File: src/hdl/pdu_pkg.sv
// ----------------------------------------------------------------------------
// pdu_pkg: shared types and constants of the planar distance unit
// Widths, mode codes, reciprocal constant and the square-root cell bus.
// ----------------------------------------------------------------------------
`default_nettype none

package pdu_pkg;

  // field widths
  localparam int CoordW = 15;
  localparam int DistW  = 16;
  localparam int ModeW  = 2;

  // square-root datapath
  localparam int SumW     = 32;
  localparam int RemW     = 20;
  localparam int RootW    = 16;
  localparam int NumCells = SumW / 2;

  // approximation widths and constants
  localparam int ScaledW    = 21;
  localparam int RecipW     = 22;
  localparam int ProdW      = ScaledW + RecipW;
  localparam int RecipShift = 28;
  // ceil(2^28 / 102): exact floor division for every 21-bit dividend
  localparam logic [RecipW-1:0] RecipMul = 22'd2631721;
  localparam int CorrShift  = 7;

  // approximation mode codes
  localparam logic [ModeW-1:0] ModeExact  = 2'd0;
  localparam logic [ModeW-1:0] ModeRefine = 2'd1;
  localparam logic [ModeW-1:0] ModeOctal  = 2'd2;

  // register map
  localparam int PaddrW = 3;
  localparam logic RegApproxMode = 1'b0;

  // beat travelling down the row of square-root cells
  typedef struct packed {
    logic             valid;
    logic [SumW-1:0]  radicand;
    logic [RemW-1:0]  rem;
    logic [RootW-1:0] root;
    logic             use_approx;
    logic [DistW-1:0] approx;
  } pdu_cell_t;

endpackage

`default_nettype wire

File: src/hdl/pdu_prep.sv
// ----------------------------------------------------------------------------
// pdu_prep: front stages of the planar distance unit
// Forms the differences, the sum of squares and the max/min approximations,
// and loads the first square-root cell.
// ----------------------------------------------------------------------------
`default_nettype none

module pdu_prep (
  input  wire                                  clk_i,
  input  wire                                  rst_ni,
  input  wire                                  en_i,
  input  wire                                  valid_i,
  input  wire  [pdu_pkg::CoordW-1:0]           first_x_i,
  input  wire  [pdu_pkg::CoordW-1:0]           first_y_i,
  input  wire  [pdu_pkg::CoordW-1:0]           second_x_i,
  input  wire  [pdu_pkg::CoordW-1:0]           second_y_i,
  input  wire  [pdu_pkg::ModeW-1:0]            mode_i,
  output pdu_pkg::pdu_cell_t                   cell_o
);
  import pdu_pkg::*;

  // stage one registers
  logic              s1_valid_q;
  logic [CoordW-1:0] s1_dx_q, s1_dy_q, s1_big_q, s1_small_q;
  logic [ModeW-1:0]  s1_mode_q;

  // stage two registers
  logic              s2_valid_q;
  logic [SumW-1:0]   s2_sum_q;
  logic [CoordW-1:0] s2_big_q, s2_small_q, s2_quot_q;
  logic              s2_corr_q;
  logic [ModeW-1:0]  s2_mode_q;

  // stage three (cell load) register
  pdu_cell_t s3_q, s3_d;

  // stage one: absolute differences and ordering
  logic [CoordW-1:0] dx_d, dy_d;
  always_comb begin
    dx_d = (first_x_i > second_x_i) ? first_x_i - second_x_i : second_x_i - first_x_i;
    dy_d = (first_y_i > second_y_i) ? first_y_i - second_y_i : second_y_i - first_y_i;
  end

  always_ff @(posedge clk_i or negedge rst_ni) begin
    if (!rst_ni) begin
      s1_valid_q <= 1'b0;
    end else if (en_i) begin
      s1_valid_q <= valid_i;
    end
  end

  always_ff @(posedge clk_i) begin
    if (en_i) begin
      s1_dx_q    <= dx_d;
      s1_dy_q    <= dy_d;
      s1_big_q   <= (dx_d < dy_d) ? dy_d : dx_d;
      s1_small_q <= (dx_d < dy_d) ? dx_d : dy_d;
      s1_mode_q  <= mode_i;
    end
  end

  // stage two: squares, and 44*min/102 by reciprocal multiplication
  logic [SumW-1:0]    sq_x, sq_y, sum_d;
  logic [ScaledW-1:0] scaled;
  logic [ProdW-1:0]   prod;
  logic [CoordW+4:0]  small_x16;
  always_comb begin
    sq_x      = SumW'(s1_dx_q) * SumW'(s1_dx_q);
    sq_y      = SumW'(s1_dy_q) * SumW'(s1_dy_q);
    sum_d     = sq_x + sq_y;
    scaled    = (ScaledW'(s1_small_q) << 5) + (ScaledW'(s1_small_q) << 3)
              + (ScaledW'(s1_small_q) << 2);
    prod      = ProdW'(scaled) * ProdW'(RecipMul);
    small_x16 = {1'b0, s1_small_q, 4'b0000};
  end

  always_ff @(posedge clk_i or negedge rst_ni) begin
    if (!rst_ni) begin
      s2_valid_q <= 1'b0;
    end else if (en_i) begin
      s2_valid_q <= s1_valid_q;
    end
  end

  always_ff @(posedge clk_i) begin
    if (en_i) begin
      s2_sum_q   <= sum_d;
      s2_big_q   <= s1_big_q;
      s2_small_q <= s1_small_q;
      s2_quot_q  <= prod[RecipShift +: CoordW];
      s2_corr_q  <= {5'b00000, s1_big_q} < small_x16;
      s2_mode_q  <= s1_mode_q;
    end
  end

  // stage three: approximations and loading of the first cell
  logic [CoordW+2:0] big_x5;
  logic [DistW-1:0]  refine, octal;
  always_comb begin
    big_x5 = (CoordW+3)'(s2_big_q) + ((CoordW+3)'(s2_big_q) << 2);
    refine = DistW'(s2_big_q) + DistW'(s2_quot_q)
           - (s2_corr_q ? DistW'(big_x5 >> CorrShift) : '0);
    octal  = DistW'(s2_big_q) + DistW'(s2_small_q >> 1);

    s3_d            = '0;
    s3_d.valid      = s2_valid_q;
    s3_d.radicand   = s2_sum_q;
    s3_d.use_approx = (s2_mode_q == ModeRefine) || (s2_mode_q == ModeOctal);
    case (s2_mode_q)
      ModeRefine: s3_d.approx = refine;
      ModeOctal:  s3_d.approx = octal;
      default:    s3_d.approx = '0;
    endcase
  end

  always_ff @(posedge clk_i or negedge rst_ni) begin
    if (!rst_ni) begin
      s3_q <= '0;
    end else if (en_i) begin
      s3_q <= s3_d;
    end
  end

  assign cell_o = s3_q;

endmodule

`default_nettype wire

File: src/hdl/pdu_sqrt_cell.sv
// ----------------------------------------------------------------------------
// pdu_sqrt_cell: one step of the digit-by-digit square root
// Brings down two radicand bits, tries the next root bit and passes the beat on.
// ----------------------------------------------------------------------------
`default_nettype none

module pdu_sqrt_cell (
  input  wire                 clk_i,
  input  wire                 rst_ni,
  input  wire                 en_i,
  input  pdu_pkg::pdu_cell_t  cell_i,
  output pdu_pkg::pdu_cell_t  cell_o
);
  import pdu_pkg::*;

  pdu_cell_t       cell_q, cell_d;
  logic [RemW-1:0] rem_sh, trial;
  logic            fits;

  // one restoring step: remainder gains two bits, root gains one
  always_comb begin
    rem_sh = {cell_i.rem[RemW-3:0], cell_i.radicand[SumW-1 -: 2]};
    trial  = {{(RemW-RootW-2){1'b0}}, cell_i.root, 2'b01};
    fits   = rem_sh >= trial;

    cell_d          = cell_i;
    cell_d.radicand = {cell_i.radicand[SumW-3:0], 2'b00};
    cell_d.rem      = fits ? rem_sh - trial : rem_sh;
    cell_d.root     = {cell_i.root[RootW-2:0], fits};
  end

  always_ff @(posedge clk_i or negedge rst_ni) begin
    if (!rst_ni) begin
      cell_q <= '0;
    end else if (en_i) begin
      cell_q <= cell_d;
    end
  end

  assign cell_o = cell_q;

endmodule

`default_nettype wire

File: src/hdl/planar_distance_unit.sv
// ----------------------------------------------------------------------------
// planar_distance_unit: distance between two points
// Exact truncated root or max/min approximations, chosen by approx_mode.
// ----------------------------------------------------------------------------
// stages from input beat to valid_o: 3 front stages, 16 root cells,
//   output register
// one beat per cycle while stall_o is low; each root cell settles one result bit
// a one-beat skid register behind the output holds a result when stall_i is high
// reset clears all valid bits and sets approx_mode to 0 (exact)
`default_nettype none

module planar_distance_unit (
  input  wire                          clk_i,
  input  wire                          rst_ni,
  // input channel
  input  wire                          valid_i,
  output logic                         stall_o,
  input  wire  [pdu_pkg::CoordW-1:0]   first_x_i,
  input  wire  [pdu_pkg::CoordW-1:0]   first_y_i,
  input  wire  [pdu_pkg::CoordW-1:0]   second_x_i,
  input  wire  [pdu_pkg::CoordW-1:0]   second_y_i,
  // output channel
  output logic                         valid_o,
  input  wire                          stall_i,
  output logic [pdu_pkg::DistW-1:0]    distance_o,
  // configuration port
  input  wire                          psel,
  input  wire                          penable,
  input  wire                          pwrite,
  input  wire  [pdu_pkg::PaddrW-1:0]   paddr,
  input  wire  [31:0]                  pwdata,
  output logic [31:0]                  prdata,
  output logic                         pready
);
  import pdu_pkg::*;

  logic [ModeW-1:0] mode_q;
  logic             adv;
  pdu_cell_t        chain [NumCells+1];

  logic             out_valid_q, skid_valid_q;
  logic [DistW-1:0] out_data_q, skid_data_q;
  logic [DistW-1:0] pipe_data;
  logic             out_take;

  // configuration register
  assign pready = 1'b1;
  always_ff @(posedge clk_i or negedge rst_ni) begin
    if (!rst_ni) begin
      mode_q <= ModeExact;
    end else if (psel && penable && pwrite && (paddr[PaddrW-1] == RegApproxMode)) begin
      mode_q <= pwdata[ModeW-1:0];
    end
  end

  always_comb begin
    prdata = '0;
    if (paddr[PaddrW-1] == RegApproxMode) begin
      prdata = {{(32-ModeW){1'b0}}, mode_q};
    end
  end

  // whole pipeline moves unless the skid register is occupied
  assign adv     = !skid_valid_q;
  assign stall_o = skid_valid_q;

  // front stages
  pdu_prep u_prep (
    .clk_i      (clk_i),
    .rst_ni     (rst_ni),
    .en_i       (adv),
    .valid_i    (valid_i),
    .first_x_i  (first_x_i),
    .first_y_i  (first_y_i),
    .second_x_i (second_x_i),
    .second_y_i (second_y_i),
    .mode_i     (mode_q),
    .cell_o     (chain[0])
  );

  // row of square-root cells
  for (genvar g = 0; g < NumCells; g++) begin : g_cell
    pdu_sqrt_cell u_cell (
      .clk_i  (clk_i),
      .rst_ni (rst_ni),
      .en_i   (adv),
      .cell_i (chain[g]),
      .cell_o (chain[g+1])
    );
  end

  assign pipe_data = chain[NumCells].use_approx ? chain[NumCells].approx
                                                : chain[NumCells].root;
  assign out_take  = out_valid_q && !stall_i;

  // output register and skid control
  always_ff @(posedge clk_i or negedge rst_ni) begin
    if (!rst_ni) begin
      out_valid_q  <= 1'b0;
      skid_valid_q <= 1'b0;
    end else if (skid_valid_q) begin
      if (out_take) begin
        skid_valid_q <= 1'b0;
      end
    end else if (chain[NumCells].valid) begin
      if (out_valid_q && stall_i) begin
        skid_valid_q <= 1'b1;
      end else begin
        out_valid_q <= 1'b1;
      end
    end else if (out_take) begin
      out_valid_q <= 1'b0;
    end
  end

  // output and skid payload
  always_ff @(posedge clk_i) begin
    if (skid_valid_q) begin
      if (out_take) begin
        out_data_q <= skid_data_q;
      end
    end else if (chain[NumCells].valid) begin
      if (out_valid_q && stall_i) begin
        skid_data_q <= pipe_data;
      end else begin
        out_data_q <= pipe_data;
      end
    end
  end

  assign valid_o    = out_valid_q;
  assign distance_o = out_data_q;

  // skid only ever holds a beat behind a full output register
  assert property (@(posedge clk_i) disable iff (!rst_ni) skid_valid_q |-> out_valid_q)
    else $error("skid register full while output register empty");

  // skid fills only when the output was stalled and a result arrived
  assert property (@(posedge clk_i) disable iff (!rst_ni)
    $rose(skid_valid_q) |-> $past(out_valid_q && stall_i && chain[NumCells].valid))
    else $error("skid register filled without a stalled output");

  // a new result appears only from the last cell or from the skid register
  assert property (@(posedge clk_i) disable iff (!rst_ni)
    $rose(out_valid_q) |-> $past(chain[NumCells].valid || skid_valid_q))
    else $error("output valid without a source beat");

endmodule

`default_nettype wire

File: config.mk
export PLATFORM = sky130hd
export DESIGN_NAME = planar_distance_unit
export DESIGN_NICKNAME = d
export VERILOG_FILES = /design/src/hdl/pdu_pkg.sv /design/src/hdl/pdu_prep.sv /design/src/hdl/pdu_sqrt_cell.sv /design/src/hdl/planar_distance_unit.sv
export SDC_FILE = /design/constraint.sdc
export NUM_CORES = 2
export LEC_CHECK = 0
export BUFFER_PORTS_ARGS = -buffer_cell sky130_fd_sc_hd__buf_2
export CAP_MARGIN = 25
export CORE_MARGIN = 10
export CORE_UTILIZATION = 40
export CTS_CLUSTER_SIZE = 20
export DETAILED_ROUTE_END_ITERATION = 8
export SYNTH_ARGS = -nofsm -noshare
export SYNTH_HDL_FRONTEND = slang
export SYNTH_SLANG_ARGS = --single-unit
File: constraint.sdc
create_clock -name clk_i -period 7.9 [get_ports clk_i]
set_input_delay 2.37 -clock clk_i [delete_from_list [all_inputs] [get_ports clk_i]]
set_output_delay 2.37 -clock clk_i [all_outputs]
set_load 0.03 [all_outputs]
Yosys cells after proc, flatten, opt, wreduce, memory -nomap -nowiden
Cells that the tools add are included.
{"block": "totals", "register_bits": 1164, "out_inout_bits": 51, "inputBits": 102, "word_cells": 218}
{"block": "classes", "bitwise_logic": 2, "n_reduce_logical": 12, "n_eq_ne": 5, "mux": 34, "mul": 3, "n_lt_le_gt_ge": 20, "addsub": 26}
{"op": "18-bit two-way mux", "count": 15}
{"op": "16-bit two-way mux", "count": 5}
{"op": "15-bit by 15-bit multiplier with 30-bit output", "count": 2}
{"op": "15-bit two-way mux", "count": 4}
{"op": "15-bit subtractor", "count": 4}
{"op": "21-bit by 22-bit multiplier with 43-bit output, second input constant", "count": 1}
{"op": "16-bit case mux with 2 select lines", "count": 1}
{"op": "30-bit by 30-bit adder with 31-bit output", "count": 1}
{"op": "15-bit greater-than comparator", "count": 2}
{"op": "20-bit by 18-bit adder with 21-bit output", "count": 1}
{"op": "21-bit by 17-bit adder with 21-bit output", "count": 1}
{"op": "20-bit by 10-bit greater-or-equal comparator with 1-bit output", "count": 1}
{"op": "20-bit by 11-bit greater-or-equal comparator with 1-bit output", "count": 1}
{"op": "20-bit by 12-bit greater-or-equal comparator with 1-bit output", "count": 1}
{"op": "20-bit by 13-bit greater-or-equal comparator with 1-bit output", "count": 1}
{"op": "20-bit by 14-bit greater-or-equal comparator with 1-bit output", "count": 1}
{"op": "20-bit by 15-bit greater-or-equal comparator with 1-bit output", "count": 1}
{"op": "20-bit by 16-bit greater-or-equal comparator with 1-bit output", "count": 1}
{"op": "20-bit by 17-bit greater-or-equal comparator with 1-bit output", "count": 1}
{"op": "20-bit by 3-bit greater-or-equal comparator with 1-bit output", "count": 1}
{"op": "20-bit by 4-bit greater-or-equal comparator with 1-bit output", "count": 1}
{"op": "20-bit by 5-bit greater-or-equal comparator with 1-bit output", "count": 1}
{"op": "20-bit by 6-bit greater-or-equal comparator with 1-bit output", "count": 1}
{"op": "20-bit by 7-bit greater-or-equal comparator with 1-bit output", "count": 1}
{"op": "other kinds (37)", "count": 52}

Depth between registers and ports, before layout
{"block": "depth", "ltp_word": 4, "mapped_depth": 35, "ltp_nobuf": 35}

Hierarchy
A second synthesis with hierarchy kept.
{"block": "hier_totals", "hier_cells": 9042, "area_unflattened_um2": 99880.8}
{"module": "pdu_sqrt_cell", "n_inst": 16, "area_per_inst_um2": 4271.6, "cells_each": 373}
{"module": "pdu_prep", "n_inst": 1, "area_per_inst_um2": 29664.7, "cells_each": 2954}
{"module": "planar_distance_unit", "n_inst": 1, "area_per_inst_um2": 1870.5, "cells_each": 120}

Worst setup path before layout
No wires, ideal clock.
{"block": "synth_path", "path_kind": "register to register", "from": "register u_prep.s1_small_q[0]", "to": "register u_prep.s2_quot_q[14] (data pin)", "synth_period_minus_slack_ns": 8.279, "setup_time_ns": 0.264, "required_ns": 7.636, "stages_incl_launch_ff": 34, "arrival_time_ns": 8.014, "path_buffers": 0, "path_slack_ns": -0.379, "cell_sequence": "edfxtp_1 -> inv_1 -> fa_1 -> inv_1 -> ha_1 -> a21o_1 -> a21oi_1 -> nor2b_1 -> o21ai_0 -> a211oi_1 -> o311ai_0 -> a21oi_1 -> o21ai_0 -> or4b_2 -> nand3_1 -> ha_1 -> inv_1 -> fa_1 -> fa_1 -> fa_1 -> inv_1 -> fa_1 -> ha_1 -> ha_1 -> a21oi_1 -> o22ai_1 -> o21ai_0 -> a211oi_1 -> a211o_1 -> a21oi_1 -> o21ai_0 -> o211a_1 -> o21ai_0 -> xnor2_1"}
{"block": "synth_via", "elab_chain_cells": 3}
{"element": "start, declared", "line_no": "pdu_prep.sv:24", "rtl": "logic [CoordW-1:0] s1_dx_q, s1_dy_q, s1_big_q, s1_small_q;"}
{"element": "start signal, assigned", "line_no": "pdu_prep.sv:57", "rtl": "s1_small_q <= (dx_d < dy_d) ? dx_d : dy_d;"}
{"element": "20-bit by 18-bit adder with 21-bit output", "line_no": "pdu_prep.sv:71", "rtl": "scaled = (ScaledW'(s1_small_q) << 5) + (ScaledW'(s1_small_q) << 3)"}
{"element": "21-bit by 17-bit adder with 21-bit output *", "line_no": "pdu_prep.sv:72", "rtl": "+ (ScaledW'(s1_small_q) << 2);"}
{"element": "21-bit by 22-bit multiplier with 43-bit output *", "line_no": "pdu_prep.sv:73", "rtl": "prod = ProdW'(scaled) * ProdW'(RecipMul);"}
{"element": "named net u_prep.prod[42]", "line_no": "pdu_prep.sv:65", "rtl": "logic [ProdW-1:0] prod;"}
{"element": "end signal, assigned", "line_no": "pdu_prep.sv:90", "rtl": "s2_quot_q <= prod[RecipShift +: CoordW];"}
{"element": "end, declared", "line_no": "pdu_prep.sv:30", "rtl": "logic [CoordW-1:0] s2_big_q, s2_small_q, s2_quot_q;"}
The timed path passes the listed nets; every way through them passes the cells marked *.
A chain may end at the register's enable or synchronous reset.

Worst setup path in the final report
{"block": "layout_path", "from": "register u_prep.s1_small_q[2]", "to": "register u_prep.s2_quot_q[6] (data pin)"}
The elaborated chain is that of the path after synthesis.

==> metrics.log <==
INFO  metric grtUsageTotal = 14.43%
INFO  metric detail_route.wl_per_cell = ~15 um
INFO  metric drt.antenna.violating_nets = 0
INFO  metric post_cts_hold_buffer_count = 0
INFO  metric area_growth = 12.77%
INFO  metric pin_count_of_the_biggest_net_entering_global_routing = 196
INFO  metric fraction_of_synthesized_cell_area_in_xor_and_xnor_cells = 3.430%
INFO  metric ys_ff_latch = 1131
INFO  metric met1_usage = 19.14%
INFO  metric clock-root-buffer = sky130_fd_sc_hd__clkbuf_16
INFO  metric synth_top_family_by_area = adder cells
INFO  metric finalMaxSlewViolations = 0
INFO  metric final_nets = 8063
INFO  metric grt_setup_unrepaired = yes
INFO  metric max_freq = 0.1276 GHz
INFO  metric tightestPinTransition = 1.015 ns
INFO  metric htree_levels = 3
INFO  metric synth-warning-count = 0
INFO  metric tritoncts = done
INFO  metric cp-end-kind = flop
INFO  metric numCtsBuffers = 121
INFO  metric vias = 46400
INFO  metric post_route_cells_drive_above_1_share = about a fifth
INFO  metric route.detailed.vias_per_inst = 4.933
INFO  metric cell_count_after_synthesis = 6696
INFO  metric fp.coreArea = approximately 0.18 mm2
INFO  metric wl = 142400 um
INFO  metric synth_simple_gate_area_share = 8.519%
INFO  metric synth-compound-area-share = between 8 and 9%
INFO  metric instance_area_at_placement = 0.07707 mm2
INFO  metric cts_num_sinks = 1131
INFO  metric synth_edf_count = 172
INFO  metric cp_max_fo = 3
INFO  metric setup_violations = 0
INFO  metric gr-total-overflow = 0
INFO  metric number_of_distinct_standard_cells_referenced_by_the_synthesized_netlist = 84
INFO  metric asyncSetResetFlopFracSynth = 84.79%
INFO  metric gp_routability_congestion = 0.8480
INFO  metric grt-busiest-layer = met2
INFO  metric drt_iter0_drc = slightly below 2000
INFO  metric finalHoldViolations = 0
INFO  metric die_area = 0.1994 mm2
INFO  metric slew_headroom = 32.34%
INFO  metric initial_standard_cell_utilization_of_the_core = roughly two fifths
INFO  metric global_route_wire_length_before_repair = 243500 um
INFO  metric fin_crit_sh = 99.22%
INFO  metric synthMostInstantiatedCell = sky130_fd_sc_hd__dfrtp_1
INFO  metric layout.cell_area.non_filler = 0.08207 mm2
INFO  metric startpoint_class = flop
INFO  metric worst_setup_hold_path_clk_slew = 0.06 ns
INFO  metric post-route-drc-count = 0
INFO  metric drtPass1Iterations = 5
INFO  metric groute.layer.met2.usage = around 25%
INFO  metric yosys-mux-area-fraction = 11.20%
INFO  metric hold_crit_depth = 1
INFO  metric hold_path_class = flop to flop
INFO  metric antenna_cells = 0
INFO  metric port_buffers = 89
INFO  metric synthTopCellsByCount = 959 x sky130_fd_sc_hd__dfrtp_1, 900 x sky130_fd_sc_hd__inv_1, 664 x sky130_fd_sc_hd__mux2_2
INFO  metric cell_types_with_the_largest_area_share_after_synthesis = sky130_fd_sc_hd__dfrtp_1 33%, sky130_fd_sc_hd__fa_1 11%, sky130_fd_sc_hd__ha_1 11%
INFO  metric critical_path.max_stage_delay = 0.55 ns
INFO  metric first_global_vias = 48370
INFO  metric rr_worst_depth = 36
INFO  metric primary_ff_master_synth = sky130_fd_sc_hd__dfrtp_1
INFO  metric die_y = roughly 450 um
INFO  metric layout_min_cycle_time = 7.839 ns
INFO  metric result_of_the_run = completed
INFO  metric gr-usage-met3 = 2.019%
INFO  metric clk_path_buf_depth = 3
INFO  metric synth_largest_type_area_fraction = 32.97%
INFO  metric insertion_delay = 0.75 ns
INFO  metric io-pin-count = 153
INFO  metric hpwlAfterDp = 107800 um
INFO  metric slowest_stage = sky130_fd_sc_hd__fa_1
INFO  metric fp-row-count = 156
INFO  metric post_synthesis_sequential_area_ratio = 40.07%
INFO  metric required = 8.37 ns
INFO  metric post_synth_fa_ha_maj_area_fraction = between 20 and 25%
INFO  metric critical_path_arrival = 8.31 ns
INFO  metric fin_worst_skew = 0.07148 ns
INFO  metric crit_type = flop to flop
INFO  metric initial_antenna_violation_count = 0
INFO  metric die_width = between 400 and 500 um
INFO  metric mappedNetlistArea = between 0.07 and 0.08 mm2
INFO  metric max-cap-violations = 0
INFO  metric synth_area_leader_cell = sky130_fd_sc_hd__dfrtp_1
INFO  metric postSynthAreaPerCell = 10.87 um2
INFO  metric final_layout_fill_cell_count = 16740
==> cells in the final DEF (no fill, tap or decap), types with 14 or more instances in the layout <==
cell / count
sky130_fd_sc_hd__or4_1: 14
sky130_fd_sc_hd__and2_1: 114
sky130_fd_sc_hd__edfxtp_1: 172
sky130_fd_sc_hd__clkbuf_16: 123
sky130_fd_sc_hd__a211oi_1: 24
sky130_fd_sc_hd__or3_1: 18
sky130_fd_sc_hd__ha_4: 23
sky130_fd_sc_hd__o21ai_0: 380
sky130_fd_sc_hd__dfrtp_1: 958
sky130_fd_sc_hd__nor4_1: 25
sky130_fd_sc_hd__xor2_1: 102
sky130_fd_sc_hd__buf_2: 88
sky130_fd_sc_hd__mux2i_1: 67
sky130_fd_sc_hd__a21oi_1: 247
sky130_fd_sc_hd__nand2b_1: 25
sky130_fd_sc_hd__inv_1: 892
sky130_fd_sc_hd__a21boi_0: 15
sky130_fd_sc_hd__o21bai_1: 23
sky130_fd_sc_hd__nor2_1: 276
sky130_fd_sc_hd__buf_4: 235
sky130_fd_sc_hd__or2_2: 19
sky130_fd_sc_hd__nor2b_1: 57
sky130_fd_sc_hd__nor3_1: 99
sky130_fd_sc_hd__o21a_1: 73
sky130_fd_sc_hd__a31oi_1: 24
sky130_fd_sc_hd__xnor2_1: 183
sky130_fd_sc_hd__clkbuf_8: 19
sky130_fd_sc_hd__mux2_2: 664
sky130_fd_sc_hd__a21o_1: 104
sky130_fd_sc_hd__conb_1: 31
sky130_fd_sc_hd__clkinv_2: 28
sky130_fd_sc_hd__clkbuf_1: 17
sky130_fd_sc_hd__bufinv_16: 15
sky130_fd_sc_hd__nand4_1: 36
sky130_fd_sc_hd__ha_1: 595
sky130_fd_sc_hd__nand3_1: 48
sky130_fd_sc_hd__nand2_1: 513
sky130_fd_sc_hd__fa_1: 403
==> layout make-up <==
class                   instances  area, um2  area share [%]
multi-input cells            4436      39780           48.47
flip-flops and latches       1131      29170           35.54
clock buffers                 159       3403           4.147
inverters                     902       3397           4.139
well taps                    2370       2965           3.613
repair buffers                336       2429           2.959
clock inverters                72      929.6           1.133
==> per-layer routing <==
metal  routed length, um  up-vias
li1                    -    22970
met1               65940    22640
met2               68430      560
met3                4373      224
met4                3637        0
met5                   0        -
==> cell families (layout without fill, tap and decap cells) <==
| logic type | after synthesis | count (layout) |
|---|---|---|
| multiplexers | 731 | 731 |
| AND/OR/NAND/NOR | 1317 | 1317 |
| buffers and inverters | 1158 | 1469 |
| other | 2 | 31 |
| AO/OA/AOI/OAI | 1039 | 1039 |
| adder cells (fa/ha/maj) | 1033 | 1033 |
| XOR/XNOR | 285 | 285 |
| flip-flops | 1131 | 1131 |
==> flip-flops by register name, summed over array words and instances (netlist names), 2 cells and up <==
signal and cells:
u_prep.s1_dy_q 15, u_prep.s2_big_q 15, mode_q 2, g_cell.u_cell.cell_o 904
u_prep.s1_dx_q 15, u_prep.s1_small_q 15, u_prep.s1_mode_q 2, skid_data_q 16
u_prep.cell_o 49, u_prep.s2_mode_q 2, u_prep.s2_quot_q 15, distance_o 16
u_prep.s2_sum_q 31, u_prep.s1_big_q 15, u_prep.s2_small_q 14
==> per-stage QoR <==
stage,hold WS [ns],cells,setup TNS [ns],utilization [%],setup WS [ns]
after global placement,0.4129,9154,-3.377,42.59,-0.4393
after global routing,0.4267,9406,-2.121,45.36,-0.3130
final,0.4061,9406,0,45.36,0.06148
after CTS,0.3969,9390,0,45.09,0.001072
after detailed placement,0.4137,9154,-4.359,42.59,-0.5147
after floorplan,0.4003,6725,0,-,0.01967
==> final timing paths <==
check	startpoint	end	slack, ns
worst max-delay path	u_prep.s1_small_q[2]$_DFFE_PN_	u_prep.s2_quot_q[6]$_DFFE_PN_	0.06
worst min-delay path	u_prep.s2_sum_q[9]$_DFFE_PN_	u_prep.cell_o[62]$_DFFE_PN0N_	0.41
worst max register to register	u_prep.s1_small_q[2]$_DFFE_PN_	u_prep.s2_quot_q[6]$_DFFE_PN_	0.06
worst min register to register	u_prep.s2_sum_q[9]$_DFFE_PN_	u_prep.cell_o[62]$_DFFE_PN0N_	0.41
max in group asynchronous	rst_ni	g_cell[2].u_cell.cell_o[46]$_DFFE_PN0N_	4.62
min in group asynchronous	rst_ni	g_cell[15].u_cell.cell_o[11]$_DFFE_PN0N_	1.68
==> timing repair <==
| action | CTS | global route |
|---|---|---|
| setup buffers | 5 | 16 |
| endpoints found under the setup margin | 15 | 22 |
| pin swaps | 33 | 67 |
| resized for setup | 33 | 64 |
==> worst max-delay path: cells and delay by family, from the launching register on <==
kind / cells / cell delay [ns]
AO/OA/AOI/OAI: 13 / 2.37
XOR/XNOR: 1 / 0.07
adder cells (fa/ha/maj): 9 / 3.18
buffers and inverters: 7 / 0.64
flip-flops: 1 / 0.38
AND/OR/NAND/NOR: 6 / 0.90
Power is not shown: default switching activity piles up to over one toggle a cycle in this logic, so the estimate is an artifact.
